<file path="src/sv/dhb_pkg.sv">
// Shared types and constants for the half-size downscaler.
`default_nettype none
package dhb_pkg;
   localparam int MaxWidth    = 4096;
   localparam int MaxChannels = 4;
   localparam int ColW        = $clog2(MaxWidth);
   localparam int PixW        = 8 * MaxChannels;

   localparam logic [1:0] CsrMode   = 2'd0;
   localparam logic [1:0] CsrWidth  = 2'd1;
   localparam logic [1:0] CsrHeight = 2'd2;
   localparam logic [1:0] CsrChan   = 2'd3;

   typedef struct packed {
      logic [7:0] sample_ch3;
      logic [7:0] sample_ch2;
      logic [7:0] sample_ch1;
      logic [7:0] sample_ch0;
   } req_word_type;

   typedef struct packed {
      logic       frame_done;
      logic [7:0] out_ch3;
      logic [7:0] out_ch2;
      logic [7:0] out_ch1;
      logic [7:0] out_ch0;
   } rsp_word_type;

   typedef struct packed {
      logic        mode;
      logic [13:0] width;
      logic [15:0] height;
      logic [2:0]  chan;
   } cfg_type;

   function automatic logic [7:0] lane(input logic [PixW-1:0] p, input int k);
      lane = p[8*k +: 8];
   endfunction

   function automatic logic [PixW-1:0] box4(input logic [PixW-1:0] a, b, c, d);
      logic [9:0] s;
      box4 = '0;
      for (int k = 0; k < MaxChannels; k++) begin
         s = {2'b0, lane(a, k)} + {2'b0, lane(b, k)} + {2'b0, lane(c, k)} + {2'b0, lane(d, k)};
         box4[8*k +: 8] = s[9:2];
      end
   endfunction
endpackage
`default_nettype wire

</file>
<file path="src/sv/dhb_filter.sv">
// Window arithmetic: 3x3, 2x3 and 2x2 kernels per lane.
`default_nettype none
module dhb_filter
   import dhb_pkg::*;
(
   input  wire logic [PixW-1:0] t0, t1, t2, m0, m1, m2, b0, b1, b2,
   output logic      [PixW-1:0] w9,
   output logic      [PixW-1:0] w6,
   output logic      [PixW-1:0] bx
);
   logic [11:0] s9;
   logic [10:0] s6;
   // weigh each lane
   always_comb begin
      w9 = '0;
      w6 = '0;
      s9 = '0;
      s6 = '0;
      for (int k = 0; k < MaxChannels; k++) begin
         s9 = 12'(lane(t0, k)) + 12'(lane(t1, k)) + 12'(lane(t2, k))
            + 12'(lane(m0, k)) + 12'(lane(m1, k)) * 12'd5 + {3'b0, lane(m2, k), 1'b0}
            + 12'(lane(b0, k)) + {3'b0, lane(b1, k), 1'b0} + {3'b0, lane(b2, k), 1'b0};
         w9[8*k +: 8] = s9[11:4];
         s6 = 11'(lane(m0, k)) + 11'(lane(m1, k)) + 11'(lane(m2, k))
            + 11'(lane(b0, k)) + 11'(lane(b1, k)) * 11'd3 + 11'(lane(b2, k));
         w6[8*k +: 8] = s6[10:3];
      end
      bx = box4(m1, m2, b1, b2);
   end
endmodule
`default_nettype wire

</file>
<file path="config.mk">
export PLATFORM = sky130hd
export DESIGN_NAME = dhb_filter
export DESIGN_NICKNAME = d
export VERILOG_FILES = /design/src/sv/dhb_pkg.sv /design/src/sv/dhb_filter.sv
export SDC_FILE = /design/constraint.sdc
export NUM_CORES = 1
export LEC_CHECK = 0
export BUFFER_PORTS_ARGS = -buffer_cell sky130_fd_sc_hd__buf_4
export CAP_MARGIN = 25
export CELL_PAD_IN_SITES_DETAIL_PLACEMENT = 1
export CELL_PAD_IN_SITES_GLOBAL_PLACEMENT = 1
export CORE_AREA = 10 10 199 201
export DETAILED_ROUTE_END_ITERATION = 8
export DIE_AREA = 0 0 209 211
export PLACE_DENSITY_LB_ADDON = 0.1
export SYNTH_ARGS = -nofsm -noshare
export SYNTH_HDL_FRONTEND = slang
export SYNTH_SLANG_ARGS = --single-unit
</file>
<file path="constraint.sdc">
create_clock -name vclk -period 7.2
set_clock_uncertainty 0.1 [all_clocks]
set_input_delay 1.08 -clock vclk [all_inputs]
set_output_delay 1.08 -clock vclk [all_outputs]
set_load 0.005 [all_outputs]
</file>
==> results of run 1 <==
[critical path: stages]
cell and delay [ns]:
buf_4 0.08, inv_1 0.05, fa_1 0.52, fa_1 0.56, inv_1 0.05, fa_1 0.47, fa_1 0.50, inv_1 0.05
fa_1 0.51, nor2_1 0.07, fa_1 0.46, a21o_1 0.22, a221oi_1 0.39, o21bai_1 0.10, a21oi_1 0.18, xnor2_1 0.14
buf_4 0.14
[final cells by class]
type,count,area [um2]
fillers,4108,16400
multi-input cells,965,13300
repair buffers,384,2880
inverters,591,2220
well taps,461,577
diodes,2,5.00
[synthesized netlist by cell type (3+ instances only)]
cell      count  area, um2
nor2_1       51        191
o21a_1        8       60.1
inv_1       591       2220
o21ai_0      24        120
o211ai_1      6       45.0
nor3_1        5       25.0
o21bai_1      5       37.5
nand2_1      22       82.6
and2_1        5       31.3
fa_1        444       8890
or2_2         5       31.3
nand4_1       4       25.0
a21boi_0      7       52.6
o31ai_1       3       22.5
xnor2_1      49        429
ha_1        176       2200
a21oi_1      36        180
a21o_1       25        188
nand3_1      12       60.1
nand2b_1      4       25.0
xor2_1       21        184
a41oi_1       3       26.3
a41o_1        5       50.1
nor2b_1      12       75.1
[through the flow]
stage / std cells / setup WS, ns / power (mW) / util
final: 2403 / 0.471 / 9.96 / 0.537
after global routing: 2402 / 0.253 / 11.4 / 0.537
after CTS: 2401 / 0.422 / 10.3 / 0.537
after detailed placement: 2401 / 0.431 / 10.2 / 0.537
after global placement: 2401 / 0.526 / 9.87 / 0.537
after floorplan: 1556 / 0.940 / 5.77 / -
[cell families after synthesis]
group / after synthesis
fa+ha+maj: 620
compound gates: 146
simple gates: 128
mux: 1
buf+inv: 591
xor+xnor: 70
[per-layer routing]
layer | global-route usage | part of all wire | wire [um] | up-vias
met1 | 0.232 | 0.37 | 16200 | 5833
met5 | 0 | 0.00064 | 28 | -
met4 | 0.0201 | 0.012 | 503 | 4
met2 | 0.396 | 0.56 | 24600 | 220
met3 | 0.0356 | 0.052 | 2240 | 26
li1 | - | - | - | 5274
[power by group]
part,internal (mW),switching (mW)
clock,0.0000000372,0
combinational,4.96,5.00
sequential,0,0
[final timing paths]
| path | start | endpoint | slack [ns] | cells after the start |
|---|---|---|---|---|
| max | t0[3] | w9[7] | 0.47 | 17 |
| min | b2[16] | w6[16] | 2.60 | 4 |
==> metrics.md, run 1 <==
| Metric | Value |
|---|---|
| Status | `finished, final reports clean` |
| Fin crit period | `6.73 ns` |
| Post-CTS Repair Setup Buffers | `0` |
| Layout cells sized above 1 | `0.204` |
| Largest net degree at the start of global routing | `8` |
| FMAX | `149 MHz` |
| Min Hold Slack | `2.60 ns` |
| Crit Path Category | `input port to output pin` |
| Layout overhead on the synthesized area | `22.3%` |
| DR iter-0 viols | `241` |
| Hold buffers post-CTS | `0` |
| Most frequent cells in the layout | `591 x inv_1, 444 x fa_1, 384 x buf_4` |
| Unique masters post-synth | `49` |
| Final nets | `2850` |
| Clock buffer count | `0` |
| Hold Path Class | `input port to output pin` |
| Drt pass-1 iters | `5` |
| Row cnt | `69` |
| Cell count after synthesis | `1556` |
| Post-synthesis mux area share | `0.000644` |
| Static Leak | `10.5 nW` |
| Vias/cell | `4.73` |
| Routed vias | `11400` |
| Port Buf Inserts | `384` |
| Synth Area in Compound Gates | `0.0649` |
| Max capacitance violation total | `0` |
| Routed Antenna Nets | `0` |
| Routed WL per cell | `18.1 um` |
| Critical path data required time | `6.02 ns` |
| Cell area after synthesis | `0.0155 mm2` |
| WL final | `43.5 mm` |
| Fin. Hold Viols | `0` |
| Hpwl dp | `42.7 mm` |
| Worst slew pin tran | `0.608 ns` |
| Mapped Avg Cell Area | `9.99 um2` |
| Simple-gate share of the synthesized area | `0.0389` |
| Gr ovfl total | `0` |
| Xor/xnor share of the synthesized area | `0.0394` |
| IO Count | `384` |
| Placed Area | `0.0190 mm2` |
| Chip width | `209 um` |
| RSZ-0062 raised after global routing | `false` |
| Post-Synth Adder-Cell Area | `0.713` |
| All-layer global routing usage | `0.203` |
| Die H | `211 um` |
| Reg area | `0 um2` |
| Final Wtd Congestion | `0.851` |
| Worst Path Max Fanout | `2` |
| Most common cell after layout, fill and taps aside | `inv_1` |
| Final setup viols | `0` |
| Tcrit/Tclk final | `0.935` |
| Core area | `0.0354 mm2` |
| Worst Setup Start Kind | `input port` |
| CP endpoint kind | `output pin` |
| Synth Warn # | `0` |
| Slew headroom | `0.595` |
| Vias in the first global route | `13900` |
| Design area | `0.0190 mm2` |
| Largest family of logic cells by synthesized area | `adder cells` |
| Post-CTS sizing | `0` |
| CP arrival | `5.55 ns` |
| Setup TNS | `0 ns` |
| Net count after synthesis | `2464` |
| Sequential area share after synthesis | `0` |
| Power per Cell Area | `524 mW/mm2` |
| FF+latch count | `0` |
| Initial antenna violation count | `3` |
| Initial Utilization | `0.439` |
| Peak supply drop | `543 uV` |
| # DRC | `0` |
| Die area | `0.0441 mm2` |
| Global-route wire length before repair | `71.7 mm` |
| Max-slew violations | `0` |
(Power assumes the default switching activity.)
==> run 2, diff against run 1 <==
--- a/config.mk
+++ b/config.mk
@@ -9,9 +9,10 @@
 export CAP_MARGIN = 25
 export CELL_PAD_IN_SITES_DETAIL_PLACEMENT = 1
 export CELL_PAD_IN_SITES_GLOBAL_PLACEMENT = 1
-export CORE_AREA = 10 10 199 201
+export CORE_AREA = 5 5 194 196
 export DETAILED_ROUTE_END_ITERATION = 8
-export DIE_AREA = 0 0 209 211
+export DIE_AREA = 0 0 199 201
+export MAX_ROUTING_LAYER = met4
 export PLACE_DENSITY_LB_ADDON = 0.1
 export SYNTH_ARGS = -nofsm -noshare
 export SYNTH_HDL_FRONTEND = slang
==> run 2 against run 1 <==
Power decreased by 0.92%. Setup slack got worse by 0.037 ns. Core utilization decreased by 0.72 points. Critical endpoint unchanged. Largest power group unchanged.
==> metrics.md, run 2 (synthesized netlist as in run 1, its figures left out) <==
| Metric | Value |
|---|---|
| Status | `finished, final reports clean` |
| Routed vias | `11300 (-0.47%)` |
| CP peak stage delay | `0.55 ns (about the same)` |
| Core area | `0.0359 mm2 (+1.4%)` |
| Combinational power share | `1.000 (about the same)` |
| Static Leak | `10.5 nW (unchanged)` |
| Crit Path Category | `input port to output pin` |
| Die area | `0.0400 mm2 (-9.3%)` |
| Fin crit period | `6.77 ns (+0.0365 ns)` |
| Most frequent cells in the layout | `591 x inv_1, 444 x fa_1, 384 x buf_4` |
| Die H | `201 um (-4.7%)` |
| Int Power | `4.95 mW (-0.10%)` |
| Layout overhead on the synthesized area | `22.4% (about the same)` |
| CP arrival | `5.59 ns (+0.04 ns)` |
| Final Wtd Congestion | `0.843 (-0.83%)` |
| Tcrit/Tclk final | `0.940 (+0.00507)` |
| Row cnt | `70 (+1.4%)` |
| Setup TNS | `0 ns (unchanged)` |
| Layout cells sized above 1 | `0.204 (unchanged)` |
| Worst path cell trace | `buf_4, inv_1, fa_1, fa_1, inv_1, fa_1, fa_1, inv_1, fa_1, nor2_1, fa_1, a21o_1, a221oi_1, o21bai_1, a21oi_1, xnor2_1, buf_4` |
| Vias in the first global route | `14000 (+0.34%)` |
| Drt pass-1 iters | `4 (-1)` |
| Filler cells | `4157 (+1.2%)` |
| Worst Setup Start Kind | `input port` |
| Net Switching | `4.92 mW (-1.7%)` |
| Critical path data required time | `6.02 ns (about the same)` |
| Global-route wire length before repair | `68.5 mm (-4.4%)` |
| WL final | `40.9 mm (-6.0%)` |
| Post-CTS Repair Setup Buffers | `0 (unchanged)` |
| Routed Antenna Nets | `0 (unchanged)` |
| Switching Share | `0.498 (-0.00412)` |
| Worst slew pin tran | `0.618 ns (+0.0103 ns)` |
| Port Buf Inserts | `384 (unchanged)` |
| Routed WL per cell | `17.0 um (-6.3%)` |
| Vias/cell | `4.68 (-0.88%)` |
| Clock group share of total power | `0 (unchanged)` |
| All-layer global routing usage | `0.220 (+0.0167)` |
| Peak supply drop | `709 uV (+31%)` |
| Most common cell after layout, fill and taps aside | `inv_1` |
| Max-slew violations | `0 (unchanged)` |
| Power per Cell Area | `519 mW/mm2 (-1.0%)` |
| Final nets | `2850 (unchanged)` |
| Worst Path Max Fanout | `2 (unchanged)` |
| Sequential Power Share | `0 (unchanged)` |
| Final setup viols | `0 (unchanged)` |
| Reg area | `0 um2 (unchanged)` |
| Slowest-stage cell, CP | `fa_1` |
| Max capacitance violation total | `0 (unchanged)` |
| Initial antenna violation count | `5 (+2)` |
| Min Hold Slack | `2.61 ns (+0.0117 ns)` |
| Post-CTS sizing | `0 (unchanged)` |
| FMAX | `148 MHz (-0.54%)` |
| Hold buffers post-CTS | `0 (unchanged)` |
| Fin. Hold Viols | `0 (unchanged)` |
| Largest net degree at the start of global routing | `8 (unchanged)` |
| Slew headroom | `0.585 (-0.0104)` |
| CP endpoint kind | `output pin` |
| Hold Path Class | `input port to output pin` |
| Clock buffer count | `0 (unchanged)` |
| RSZ-0062 raised after global routing | `false` |
| Gr ovfl total | `0 (unchanged)` |
| Cell mode on critical path | `fa_1` |
| Initial Utilization | `0.433 (-0.00627)` |
| IO Count | `384 (unchanged)` |
| Chip width | `199 um (-4.8%)` |
| # DRC | `0 (unchanged)` |
| DR iter-0 viols | `168 (-30%)` |
| FF+latch count | `0 (unchanged)` |
| Hpwl dp | `40.3 mm (-5.7%)` |
-- run 2: cell count changes in the layout (fill, tap and decap cells not counted), sizes merged --
cell	previous run	this run
diode	2	5
-- run 2: per-stage QoR --
step           utilization  instances  total power [mW]  worst slack (ns)  cell area [um2]
3_5_place_dp         0.530       2408              10.0             0.400            19000
4_1_cts              0.530       2408              10.1             0.392            19000
6_report             0.530       2413              9.87             0.434            19000
3_3_place_gp         0.530       2408              9.71             0.520            19000
5_1_grt              0.530       2413              11.2             0.183            19000
2_1_floorplan            -       1556              5.77             0.940            15500
-- run 2: final timing paths --
check	slack, ns	cells past startpoint	start	to
setup / recovery	0.43	17	t0[3]	w9[7]
hold / removal	2.61	4	b2[16]	w6[16]
-- run 2: final cells by class --
cell class                 count  area (um2)  area share
antenna                        5        12.5    0.000658
inverter                     591        2220       0.117
multi-input combinational    965       13300       0.700
tap                          468         586      0.0308
timing repair buffer         384        2880       0.152
-- run 2: worst max-delay path: cells and delay by family --
family / cells / cell delay, ns
adder cells (fa/ha/maj): 6 / 2.97
XOR/XNOR: 1 / 0.13
AND/OR/NAND/NOR: 1 / 0.07
AO/OA/AOI/OAI: 4 / 0.96
buffers and inverters: 5 / 0.37
-- run 2: power by group through the flow --
stage	combinational, mW	sequential, mW	clock [mW]
final	9.87	0	0.0000000931
after global routing	11.2	0	0.0000000929
after CTS	10.1	0	0
after detailed placement	10.0	0	0
after global placement	9.71	0	0
after floorplan	5.77	0	0
-- run 2: layer usage --
metal / vias to the layer above / GRT usage / part of all wire
met5: - / - / 0
met2: 239 / 0.419 / 0.57
met4: 0 / 0.0337 / 0.021
met1: 5743 / 0.241 / 0.35
li1: 5284 / - / -
met3: 38 / 0.0396 / 0.065
